--- src/rtl/core/hpg_pkg.sv ---
package hpg_pkg;

  // Field widths
  localparam int HASH_W    = 32;
  localparam int SLOT_W    = 5;
  localparam int TAG_W     = 4;
  localparam int ROW_IDX_W = 6;

  // Default capacity
  localparam int DEF_MAX_ROWS  = 64;
  localparam int DEF_MAX_PARTS = 16;

  // Remainder unit: hash bits retired per cycle
  localparam int MOD_BITS  = 8;
  localparam int MOD_STEPS = HASH_W / MOD_BITS;
  localparam int MOD_CNT_W = (MOD_STEPS > 1) ? $clog2(MOD_STEPS) : 1;

  // One stored row
  typedef struct packed {
    logic                 valid;
    logic [TAG_W-1:0]     tag;
    logic [ROW_IDX_W-1:0] idx;
  } cell_t;

  // Broadcast command from the controller to every cell
  typedef struct packed {
    logic                 ins;
    logic                 shift;
    logic [TAG_W-1:0]     tag;
    logic [ROW_IDX_W-1:0] idx;
  } cell_cmd_t;

endpackage

--- src/rtl/core/hpg_ifs.sv ---
interface hpg_in_if;
  import hpg_pkg::*;
  logic              valid;
  logic              ready;
  logic [HASH_W-1:0] key_hash;
  logic              end_of_table;
  modport source (output valid, key_hash, end_of_table, input ready);
  modport sink   (input valid, key_hash, end_of_table, output ready);
endinterface

interface hpg_out_if;
  import hpg_pkg::*;
  logic                 valid;
  logic                 ready;
  logic [ROW_IDX_W-1:0] row_index;
  logic [TAG_W-1:0]     part_number;
  logic                 part_end;
  logic                 table_end;
  logic                 overflowed;
  modport source (output valid, row_index, part_number, part_end, table_end, overflowed,
                  input ready);
  modport sink   (input valid, row_index, part_number, part_end, table_end, overflowed,
                  output ready);
endinterface

interface hpg_cfg_if;
  import hpg_pkg::*;
  logic              valid;
  logic              ready;
  logic [SLOT_W-1:0] num_slots;
  modport source (output valid, num_slots, input ready);
  modport sink   (input valid, num_slots, output ready);
endinterface

--- src/rtl/core/hash_partition_row_grouper.sv ---
// Hash partition row grouper.
// rows (sink): one word per table row, key_hash plus end_of_table. Rows are
// numbered from 0 in arrival order and tagged with key_hash modulo num_slots (clamped to 1..MAX_PARTS).
// cfg (sink): writes num_slots; always ready, write only while idle.
// groups (source): after the row marked end_of_table, one word per stored row,
// grouped by partition in ascending order, row order kept inside a partition,
// with part_end, table_end and overflowed flags.
// Each accepted row is taken in, passed through the remainder unit (8 hash
// bits a cycle) and then inserted into the sorted chain of cells.
// A row arriving when MAX_ROWS rows are stored is dropped and sets overflowed.
// The drain starts the cycle after the last row is inserted or dropped and
// shifts the chain one word a cycle; a stalled receiver holds the chain.
// rows.ready is low from acceptance until the row is stored and during the
// drain. After the last drain word the block is empty and ready again.
// Reset (rst, synchronous) empties the chain, clears the counters and sets
// num_slots to 1.
module hash_partition_row_grouper #(
  parameter int MAX_ROWS  = hpg_pkg::DEF_MAX_ROWS,
  parameter int MAX_PARTS = hpg_pkg::DEF_MAX_PARTS
) (
  input  logic             clk,
  input  logic             rst,
  hpg_in_if.sink           rows,
  hpg_cfg_if.sink          cfg,
  hpg_out_if.source        groups
);
  import hpg_pkg::*;

  localparam int RCNT_W = $clog2(MAX_ROWS + 1);

  localparam logic [1:0] ST_IDLE  = 2'd0;
  localparam logic [1:0] ST_MOD   = 2'd1;
  localparam logic [1:0] ST_DRAIN = 2'd2;

  logic [1:0]        state;
  logic [SLOT_W-1:0] num_slots;
  logic [SLOT_W-1:0] eff_slots;
  logic [RCNT_W-1:0] rows_seen;
  logic              overflow;
  logic              last_q;
  logic              full;
  logic              row_acc;
  logic              out_acc;
  logic              mod_start;
  logic              mod_done;
  logic [TAG_W-1:0]  mod_tag;
  cell_cmd_t         cmd;
  cell_t             chain [MAX_ROWS+1];
  logic [MAX_ROWS-1:0] gt_v;

  // Configuration register
  assign cfg.ready = 1'b1;
  always_ff @(posedge clk) begin
    if (rst) begin
      num_slots <= SLOT_W'(1);
    end else if (cfg.valid) begin
      num_slots <= cfg.num_slots;
    end
  end

  // Clamp the slot count to 1..MAX_PARTS
  always_comb begin
    if (num_slots == '0) begin
      eff_slots = SLOT_W'(1);
    end else if (32'(num_slots) > MAX_PARTS) begin
      eff_slots = SLOT_W'(MAX_PARTS);
    end else begin
      eff_slots = num_slots;
    end
  end

  assign full      = (32'(rows_seen) == MAX_ROWS);
  assign rows.ready = (state == ST_IDLE);
  assign row_acc   = rows.valid && rows.ready;
  assign mod_start = row_acc && !full;
  assign out_acc   = groups.valid && groups.ready;

  hpg_mod u_mod (
    .clk     (clk),
    .rst     (rst),
    .start   (mod_start),
    .hash    (rows.key_hash),
    .slots   (eff_slots),
    .done    (mod_done),
    .rem_out (mod_tag)
  );

  // Broadcast command to the cells
  always_comb begin
    cmd.ins   = (state == ST_MOD) && mod_done;
    cmd.shift = (state == ST_DRAIN) && groups.ready;
    cmd.tag   = mod_tag;
    cmd.idx   = ROW_IDX_W'(rows_seen);
  end

  // Row of cells, kept sorted by tag then arrival
  assign chain[MAX_ROWS] = '0;
  for (genvar i = 0; i < MAX_ROWS; i++) begin : g_cell
    cell_t prev_c;
    logic  prev_gt;
    if (i == 0) begin : g_head
      assign prev_c  = '{valid: 1'b1, tag: '0, idx: '0};
      assign prev_gt = 1'b0;
    end else begin : g_body
      assign prev_c  = chain[i-1];
      assign prev_gt = gt_v[i-1];
    end
    hpg_cell u_cell (
      .clk     (clk),
      .rst     (rst),
      .cmd     (cmd),
      .prev    (prev_c),
      .prev_gt (prev_gt),
      .next_in (chain[i+1]),
      .q       (chain[i]),
      .gt      (gt_v[i])
    );
  end

  // Sequencer: accept, remainder, insert, drain
  always_ff @(posedge clk) begin
    if (rst) begin
      state     <= ST_IDLE;
      rows_seen <= '0;
      overflow  <= 1'b0;
      last_q    <= 1'b0;
    end else begin
      case (state)
        ST_IDLE: begin
          if (row_acc) begin
            last_q <= rows.end_of_table;
            if (full) begin
              overflow <= 1'b1;
              state    <= rows.end_of_table ? ST_DRAIN : ST_IDLE;
            end else begin
              state <= ST_MOD;
            end
          end
        end
        ST_MOD: begin
          if (mod_done) begin
            rows_seen <= rows_seen + 1'b1;
            state     <= last_q ? ST_DRAIN : ST_IDLE;
          end
        end
        ST_DRAIN: begin
          if (out_acc && groups.table_end) begin
            rows_seen <= '0;
            overflow  <= 1'b0;
            state     <= ST_IDLE;
          end
        end
        default: begin
          state <= ST_IDLE;
        end
      endcase
    end
  end

  // Result word straight from the head of the chain
  assign groups.valid       = (state == ST_DRAIN);
  assign groups.row_index   = chain[0].idx;
  assign groups.part_number = chain[0].tag;
  assign groups.table_end   = !chain[1].valid;
  assign groups.part_end    = !chain[1].valid || (chain[1].tag != chain[0].tag);
  assign groups.overflowed  = overflow;

  // Checks
  a_drain_has_row: assert property (@(posedge clk) disable iff (rst)
    (state == ST_DRAIN) |-> chain[0].valid)
    else $error("drain with empty chain head");

  a_rows_bounded: assert property (@(posedge clk) disable iff (rst)
    32'(rows_seen) <= MAX_ROWS)
    else $error("row count beyond capacity");

  a_drain_clears: assert property (@(posedge clk) disable iff (rst)
    (out_acc && groups.table_end) |=> (rows_seen == '0 && !overflow && !chain[0].valid))
    else $error("table not cleared after drain");

  a_done_in_mod: assert property (@(posedge clk) disable iff (rst)
    mod_done |-> (state == ST_MOD))
    else $error("remainder finished outside insert phase");

  a_head_order: assert property (@(posedge clk) disable iff (rst)
    chain[1].valid |-> (chain[0].valid && chain[0].tag <= chain[1].tag))
    else $error("chain head out of order");

endmodule

--- src/rtl/core/hpg_mod.sv ---
module hpg_mod (
  input  logic                       clk,
  input  logic                       rst,
  input  logic                       start,
  input  logic [hpg_pkg::HASH_W-1:0] hash,
  input  logic [hpg_pkg::SLOT_W-1:0] slots,
  output logic                       done,
  output logic [hpg_pkg::TAG_W-1:0]  rem_out
);
  import hpg_pkg::*;

  logic                 busy;
  logic [MOD_CNT_W-1:0] cnt;
  logic [HASH_W-1:0]    sh;
  logic [HASH_W-1:0]    sh_next;
  logic [SLOT_W-1:0]    rem;
  logic [SLOT_W-1:0]    rem_next;
  logic [SLOT_W-1:0]    slots_q;

  // Restoring remainder, a few hash bits per cycle, most significant first
  always_comb begin
    rem_next = rem;
    sh_next  = sh;
    for (int i = 0; i < MOD_BITS; i++) begin
      rem_next = {rem_next[SLOT_W-2:0], sh_next[HASH_W-1]};
      sh_next  = {sh_next[HASH_W-2:0], 1'b0};
      if (rem_next >= slots_q) begin
        rem_next = rem_next - slots_q;
      end
    end
  end

  // Load on start, advance while busy, flag the final step
  always_ff @(posedge clk) begin
    if (rst) begin
      busy <= 1'b0;
      done <= 1'b0;
      cnt  <= '0;
    end else begin
      done <= 1'b0;
      if (start) begin
        busy    <= 1'b1;
        cnt     <= '0;
        sh      <= hash;
        rem     <= '0;
        slots_q <= slots;
      end else if (busy) begin
        sh  <= sh_next;
        rem <= rem_next;
        cnt <= cnt + 1'b1;
        if (cnt == MOD_CNT_W'(MOD_STEPS - 1)) begin
          busy <= 1'b0;
          done <= 1'b1;
        end
      end
    end
  end

  assign rem_out = rem[TAG_W-1:0];

endmodule

--- src/rtl/core/hpg_cell.sv ---
module hpg_cell (
  input  logic               clk,
  input  logic               rst,
  input  hpg_pkg::cell_cmd_t cmd,
  input  hpg_pkg::cell_t     prev,
  input  logic               prev_gt,
  input  hpg_pkg::cell_t     next_in,
  output hpg_pkg::cell_t     q,
  output logic               gt
);
  import hpg_pkg::*;

  // Row here sorts after the incoming row
  assign gt = q.valid && (q.tag > cmd.tag);

  // Shift toward the head on drain; on insert take the upper neighbour or the new row
  always_ff @(posedge clk) begin
    if (rst) begin
      q.valid <= 1'b0;
    end else if (cmd.shift) begin
      q <= next_in;
    end else if (cmd.ins) begin
      if (prev_gt) begin
        q <= prev;
      end else if ((gt || !q.valid) && prev.valid) begin
        q <= '{valid: 1'b1, tag: cmd.tag, idx: cmd.idx};
      end
    end
  end

endmodule
--- src/flat_wrapper.sv ---
// flat-port wrapper written by rule: the top's interface ports become plain ports
module hash_partition_row_grouper_flat import hpg_pkg::*;
#(
  parameter int MAX_ROWS  = hpg_pkg::DEF_MAX_ROWS,
  parameter int MAX_PARTS = hpg_pkg::DEF_MAX_PARTS
)
  (clk, rst, rows_valid, rows_key_hash, rows_end_of_table, rows_ready, cfg_valid, cfg_num_slots, cfg_ready, groups_valid, groups_row_index, groups_part_number, groups_part_end, groups_table_end, groups_overflowed, groups_ready);
  hpg_in_if rows_i ();
  hpg_cfg_if cfg_i ();
  hpg_out_if groups_i ();
  input  logic clk;
  input  logic rst;
  input wire logic [$bits(rows_i.valid)-1:0] rows_valid;
  input wire logic [$bits(rows_i.key_hash)-1:0] rows_key_hash;
  input wire logic [$bits(rows_i.end_of_table)-1:0] rows_end_of_table;
  output wire logic [$bits(rows_i.ready)-1:0] rows_ready;
  input wire logic [$bits(cfg_i.valid)-1:0] cfg_valid;
  input wire logic [$bits(cfg_i.num_slots)-1:0] cfg_num_slots;
  output wire logic [$bits(cfg_i.ready)-1:0] cfg_ready;
  output wire logic [$bits(groups_i.valid)-1:0] groups_valid;
  output wire logic [$bits(groups_i.row_index)-1:0] groups_row_index;
  output wire logic [$bits(groups_i.part_number)-1:0] groups_part_number;
  output wire logic [$bits(groups_i.part_end)-1:0] groups_part_end;
  output wire logic [$bits(groups_i.table_end)-1:0] groups_table_end;
  output wire logic [$bits(groups_i.overflowed)-1:0] groups_overflowed;
  input wire logic [$bits(groups_i.ready)-1:0] groups_ready;
  assign rows_i.valid = rows_valid;
  assign rows_i.key_hash = rows_key_hash;
  assign rows_i.end_of_table = rows_end_of_table;
  assign rows_ready = rows_i.ready;
  assign cfg_i.valid = cfg_valid;
  assign cfg_i.num_slots = cfg_num_slots;
  assign cfg_ready = cfg_i.ready;
  assign groups_valid = groups_i.valid;
  assign groups_row_index = groups_i.row_index;
  assign groups_part_number = groups_i.part_number;
  assign groups_part_end = groups_i.part_end;
  assign groups_table_end = groups_i.table_end;
  assign groups_overflowed = groups_i.overflowed;
  assign groups_i.ready = groups_ready;
  hash_partition_row_grouper #(.MAX_ROWS(MAX_ROWS), .MAX_PARTS(MAX_PARTS)) u_core (.clk(clk), .rst(rst), .rows(rows_i), .cfg(cfg_i), .groups(groups_i));
endmodule
--- config.mk ---
export PLATFORM = sky130hd
export DESIGN_NAME = hash_partition_row_grouper_flat
export DESIGN_NICKNAME = d
export VERILOG_FILES = /design/src/rtl/core/hpg_pkg.sv /design/src/rtl/core/hpg_ifs.sv /design/src/rtl/core/hash_partition_row_grouper.sv /design/src/rtl/core/hpg_mod.sv /design/src/rtl/core/hpg_cell.sv /design/src/flat_wrapper.sv
export SDC_FILE = /design/constraint.sdc
export NUM_CORES = 2
export LEC_CHECK = 0
export BUFFER_PORTS_ARGS = -buffer_cell sky130_fd_sc_hd__buf_4
export CAP_MARGIN = 20
export CORE_MARGIN = 1.5
export CORE_UTILIZATION = 50
export CTS_CLUSTER_SIZE = 14
export DETAILED_ROUTE_END_ITERATION = 6
export HOLD_SLACK_MARGIN = 0.02
export PLACE_DENSITY = 0.66
export SETUP_SLACK_MARGIN = 0.3
export SLEW_MARGIN = 15
export SYNTH_ARGS = -nofsm -noshare
export SYNTH_HDL_FRONTEND = slang
export SYNTH_SLANG_ARGS = --single-unit
--- constraint.sdc ---
create_clock -name clk -period 15.7 [get_ports clk]
set_clock_uncertainty 0.05 [all_clocks]
set_input_delay 3.14 -clock clk [delete_from_list [all_inputs] [get_ports clk]]
set_output_delay 3.14 -clock clk [all_outputs]
set_load 0.01 [all_outputs]
; ---- Yosys cells after proc, flatten, opt, wreduce, memory -nomap -nowiden
; Index checks and enable logic that the tools add are counted.
[totals]
reg_bits = 765
word_cells = 1053
[classes]
bitwise_logic = 2
reduce_logical = 471
mux = 284
order_cmp = 73
eq_ne = 9
addsub = 10
[ops]
columns = cell, count
row1 = two-way mux 11 bit, 253
row2 = greater-than comparator 4 bit, 64
row3 = AND reduction 3 bit, 66
row4 = nonzero test 3 bit, 63
row5 = AND reduction 2 bit, 67
row6 = logical AND 1 bit, 132
row7 = logical NOT 1 bit, 65
row8 = logical OR 1 bit, 65
row9 = two-way mux 32 bit, 2
row10 = >= comparator 5 bit, 8
row11 = two-way mux 4 bit, 9
row12 = subtractor 4 bit, 8
row13 = two-way mux 7 bit, 2
row14 = one-hot mux 7 bit (2 select lines), 1
row15 = two-way mux 2 bit, 6
row16 = nonzero test 2 bit, 6
row17 = two-way mux 10 bit, 1
row18 = inequality test 2 bit (second input constant), 4
row19 = adder 7 x 1 -> 7 bit (second input constant), 1
row20 = equality test 7 bit (second input constant), 1
row21 = two-way mux 1 bit, 7
row22 = one-hot mux 2 bit (3 select lines), 1
row23 = OR reduction 2 bit, 3
row24 = greater-than comparator 5 bit (second input constant), 1
row25 = 11 further kinds, 13

; ---- Logic depth before layout (Yosys ltp)
[logic_depth]
word_depth = 17
depth_mapped = 49

; ---- By module
; A second synthesis with hierarchy kept.
[unflattened]
hier_cells = 4769
area_unflattened_um2 = 48589.1
[modules_own_cells]
columns = mod, area_each_um2, seq_area_each_um2, cells_per_inst, n_inst
row1 = hpg_cell, 689.4, 320.3, 68, 64
row2 = hpg_mod, 3482.1, 1311.3, 309, 1
row3 = hash_partition_row_grouper, 984.7, 320.3, 108, 1

; ---- Worst setup path before layout
; Ideal clock, no wire load.
[synth_path]
kind = register to register
start = reg u_core.u_mod.rem[0]
end = reg u_core.u_mod.rem[3] (data pin)
setup_slack_ps = 4993
path_stages_with_launch = 43
setup_time_ps = 255
t_required_ps = 15395
arrival_ps = 10402
synth_period_minus_slack_ps = 10707
path_cell_list = edfxtp_1 ha_1 a21o_1 a31oi_1 o21ai_2 mux2_4 ha_1 a21oi_1 o21ai_1 a31o_2 mux2_4 ha_1 nand2_1 o21ai_2 mux2i_1 ha_1 a21o_1 a31oi_1 [... 7 more ...] inv_1 fa_1 nand3_1 nand2_1 a41oi_1 o21a_1 ha_1 a21oi_1 o21ai_1 a31oi_2 mux2i_1 ha_1 nor2b_1 o21a_1 a311o_1 a31oi_2 nor3_1 a31o_1
[synth_via]
elab_chain_cells = 17
[synth_lines]
columns = item, line
row1 = start: declaration, hpg_mod.sv:16  ; logic [SLOT_W-1:0] rem;
row2 = start signal: assignment, hpg_mod.sv:49  ; rem <= rem_next;
row3 = subtractor 4 bit / >= comparator 5 bit (equally long branches), "hpg_mod.sv:28, hpg_mod.sv:27"
row4 = two-way mux 4 bit *, hpg_mod.sv:27  ; if (rem_next >= slots_q) begin
row5 = subtractor 4 bit / >= comparator 5 bit (equally long branches), "hpg_mod.sv:28, hpg_mod.sv:27"
row6 = two-way mux 4 bit *, hpg_mod.sv:27
row7 = subtractor 4 bit / >= comparator 5 bit (equally long branches), "hpg_mod.sv:28, hpg_mod.sv:27"
row8 = two-way mux 4 bit *, hpg_mod.sv:27
row9 = >= comparator 5 bit / subtractor 4 bit (equally long branches), "hpg_mod.sv:27, hpg_mod.sv:28"
row10 = two-way mux 4 bit *, hpg_mod.sv:27
row11 = subtractor 4 bit / >= comparator 5 bit (equally long branches), "hpg_mod.sv:28, hpg_mod.sv:27"
row12 = two-way mux 4 bit *, hpg_mod.sv:27
row13 = subtractor 4 bit / >= comparator 5 bit (equally long branches), "hpg_mod.sv:28, hpg_mod.sv:27"
row14 = two-way mux 4 bit *, hpg_mod.sv:27
row15 = >= comparator 5 bit / subtractor 4 bit (equally long branches), "hpg_mod.sv:27, hpg_mod.sv:28"
row16 = two-way mux 4 bit *, hpg_mod.sv:27
row17 = subtractor 4 bit / >= comparator 5 bit (equally long branches), "hpg_mod.sv:28, hpg_mod.sv:27"
row18 = two-way mux 4 bit *, hpg_mod.sv:27
row19 = two-way mux 4 bit *, hpg_mod.sv:47  ; end else if (busy) begin
; Mark *: on every way between the ends. The rest lies on a longest branch, timed or not. The select of a mux whose other input is x is not followed.
; A chain may end at the register's enable or synchronous reset.

; ---- Final worst setup path
[layout_path]
start = reg u_core.u_mod.slots_q[1]
end = reg u_core.u_mod.rem[1] (data pin)
[layout_via]
elab_chain_cells = 17
[layout_lines]
columns = item, line
row1 = start: declaration, hpg_mod.sv:18  ; logic [SLOT_W-1:0] slots_q;
row2 = start signal: assignment, hpg_mod.sv:46  ; slots_q <= slots;
row3 = subtractor 4 bit / >= comparator 5 bit (equally long branches), "hpg_mod.sv:28, hpg_mod.sv:27"
row4 = two-way mux 4 bit, hpg_mod.sv:27
row5 = subtractor 4 bit / >= comparator 5 bit (equally long branches), "hpg_mod.sv:28, hpg_mod.sv:27"
row6 = two-way mux 4 bit, hpg_mod.sv:27
row7 = subtractor 4 bit / >= comparator 5 bit (equally long branches), "hpg_mod.sv:28, hpg_mod.sv:27"
row8 = two-way mux 4 bit, hpg_mod.sv:27
row9 = >= comparator 5 bit / subtractor 4 bit (equally long branches), "hpg_mod.sv:27, hpg_mod.sv:28"
row10 = two-way mux 4 bit, hpg_mod.sv:27
row11 = subtractor 4 bit / >= comparator 5 bit (equally long branches), "hpg_mod.sv:28, hpg_mod.sv:27"
row12 = two-way mux 4 bit, hpg_mod.sv:27
row13 = subtractor 4 bit / >= comparator 5 bit (equally long branches), "hpg_mod.sv:28, hpg_mod.sv:27"
row14 = two-way mux 4 bit, hpg_mod.sv:27
row15 = >= comparator 5 bit / subtractor 4 bit (equally long branches), "hpg_mod.sv:27, hpg_mod.sv:28"
row16 = two-way mux 4 bit, hpg_mod.sv:27
row17 = subtractor 4 bit / >= comparator 5 bit (equally long branches), "hpg_mod.sv:28, hpg_mod.sv:27"
row18 = two-way mux 4 bit *, hpg_mod.sv:27
row19 = two-way mux 4 bit *, hpg_mod.sv:47
; Marks and branches as above.

==> flow_summary.ini <==
[status]
outcome = finished, violations left
violations = DRC

[sta]
tightest_slew_ns = 1.16
final-setup-viol-count = 0
tns_ns = 0
hold_viol_final = 0
slew_violations = 0
fin_crit_ns = 11.59
relSlewSlack_pct = 22.4
period_share_pct = 73.8
rsz0062_at_grt = no
fmax_mhz = 86.3
timing.final.ws_setup_ns = 4.11
holdWs_ns = 0.417

[routing]
finalWirelength_mm = 128
drc = 1
vias_per_cell = 6.45
drt_first_pass_iters = 7
routedWlPerCell_um = 23.0
drt_iter0_markers = 3895
postRouteAntennaNets = 0
via_count = 35900

[layout]
layout.nets = 4684
synthToLayoutAreaGrowth_pct = 9.39
fillerInstances = 7806
drive_gt1_share_pct = 7.73
post-route-util_pct = 55.4
antennaDiodeCount = 0
fin_cells = 5566
final_area_mm2 = 0.0491

[global_routing]
grt-ovfl-total = 0
grt_pass1_vias = 34200
antenna_found_initial = 0
grt_usage_pct = 27.7
grt_max_degree = 215
grt_pass1_wl_mm = 201

[clocking]
cts_tree = built
cts_made_buffers = 86
cts_resized = 0
post_cts_buffers = 0
h-tree-depth = 3
path_clk_slew_ns = 0.06
clk_latency_ns = 0.66
cts_max_path_buffers = 3
ctsHoldBuffers = 0
cts_sinks = 765
clockRootBuffer = clkbuf_16

[synth]
ys.flop_type = edfxtp_1
yosysSeqAreaShare_pct = 49.3
netlist_instances = 4508
ys_types = 56
synth-warning-count = 0
syn_nets = 4860
synth_area_mm2 = 0.0449
async_reset_ff_share_pct = 0
ys_seq_elements = 765
syn_area_per_cell_um2 = 9.96
synth-edff-count = 681

[placed_design]
place_congestion = 0.879
placed_cells = 5394
pre_cts_ws_ns = 4.16
post_dp_cell_area_mm2 = 0.0460
hpwl_mm = 81.1
portBuffers = 57

[floorplanning]
dieHeight_um = 303
initial_core_util_pct = 50.6
std_cell_rows = 109
core-area_mm2 = 0.0886
io_pins = 59
die-area_mm2 = 0.0916
die-width_um = 303

[critical_path]
critical_path_class = reg -> reg
reg2reg_to = u_core.u_mod.rem[1]
crit_required_ns = 16.02
cp.arrival_ns = 11.91
r2r.worst_path.cells = 42
cp_slowest_stage_delay_ns = 0.65
r2r-start = u_core.u_mod.slots_q[1]
critPathMaxFanout = 10
rrSetupSlack_ns = 4.11
cp_common_cell = ha_1
setup.worst_path.start_class = register
endpoint_kind = register
cpMaxStageDelayCell = edfxtp_1

[min_path]
holdPathEnd = u_core.last_q
min_from = u_core.last_q
hold_class = reg -> reg
worstHoldPathCells = 2

[power]
p_total_mw = 8.85
peakVddDrop_v = 0.000583
power_leakage_nw = 15.9
p_per_area_mw_per_mm2 = 180

[flow_run]
drv_cap = 0
[registers in the layout, indices dropped and copies added, names as in the netlist]
register	cells
u_core.last_q	1
u_core.u_mod.slots_q	5
u_core.num_slots	5
u_core.rows_seen	7
u_core.state	2
u_core.groups.overflowed	1
u_core.u_mod.sh	32
u_core.u_mod.done	1
u_core.g_cell.u_cell.q	704
u_core.u_mod.rem	4
u_core.u_mod.cnt	2
u_core.u_mod.busy	1
[where the power goes]
| part | switching, mW | internal, mW |
|---|---|---|
| Sequential | 0.0231 | 2.38 |
| Combinational | 2.51 | 1.92 |
| Clock | 0.857 | 1.16 |
[per-layer routing]
layer | global-route usage [%] | wire length [um] | vias up
met1 | 42.7 | 60000 | 17500
met5 | 0 | 0 | -
met3 | 3.77 | 10000 | 225
met4 | 8.65 | 3690 | 0
li1 | - | - | 16700
met2 | 40.2 | 54200 | 1461
[how the worst max path moves through the flow]
stage / from / end / slack (ns) / cells past startpoint
2_1_floorplan: u_core.u_mod.rem[0] / u_core.u_mod.rem[3] / 4.99 / 42
3_3_place_gp: u_core.u_mod.slots_q[1] / u_core.u_mod.rem[1] / 4.38 / 41
3_5_place_dp: u_core.u_mod.slots_q[1] / u_core.u_mod.rem[1] / 4.16 / 42
4_1_cts: u_core.u_mod.slots_q[1] / u_core.u_mod.rem[1] / 4.13 / 42
5_1_grt: u_core.u_mod.slots_q[1] / u_core.u_mod.rem[1] / 3.26 / 42
6_report: u_core.u_mod.slots_q[1] / u_core.u_mod.rem[1] / 4.11 / 42
[worst max-delay path, delay by kind of cell (launching register included)]
kind,cells,cell delay (ns)
flops,1,0.65
simple gates,5,0.50
mux,6,2.38
compound gates,21,4.48
fa+ha+maj,8,2.71
buf+inv,2,0.52
[placed cells by master (no fill, tap or decap), drive strengths merged, types with 124 or more instances in the layout]
cell type,instances
nand2,713
edfxtp,681
nand3,606
o211ai,542
ha,301
inv,219
a211oi,172
a21oi,152
clkbuf,125
buf,124
[area by class of cell]
type,count,area (um2),area share (%)
clock buffer,121,2390,4.86
clock inverter,36,350,0.713
inverter,217,818,1.67
multi-input combinational,3134,21000,42.7
sequential,765,22100,45.1
tap,1165,1460,2.97
timing repair buffer,128,1010,2.05
[cells by family after synthesis]
kind of cell | after synthesis | share of synthesized area (%)
buffers and inverters | 609 | 5.37
xor gates and xnor gates | 26 | 0.507
other | 1 | 0.00835
muxes | 51 | 1.17
DFF | 765 | 49.3
and+or+nand+nor | 1540 | 15.9
adders and majority gates | 309 | 8.75
AOI/OAI and AO/OA | 1207 | 19.0
[Yosys cell counts, drive strengths merged (2+ instances only)]
library cell  count  area [um2]
a211oi          172        1290
a21o             17         128
a21oi           152         761
a22oi             2        15.0
a2bb2oi           2        17.5
a31o              3        26.3
a31oi            17         119
and2             13        81.3
and3              2        12.5
and4             58         508
buf             108         532
clkbuf          284        1070
dfxtp            84        1680
edfxtp          681       20400
fa                8         160
ha              301        3770
inv             217         815
mux2              7        86.3
mux2i            44         440
nand2           713        2680
nand2b            7        43.8
nand3           606        3030
nand3b            3        22.5
nand4            10        62.6
nor2             34         128
nor2b            73         457
nor3             15        75.1
nor3b             2        15.0
o211a             2        20.0
o211ai          542        4070
o21a             70         526
o21ai           104         536
o221ai           60         526
o31a              2        17.5
o31ai            55         413
or2               2        12.5
xnor2            15         131
xor2             11        96.3
(Power assumes the default switching activity.)
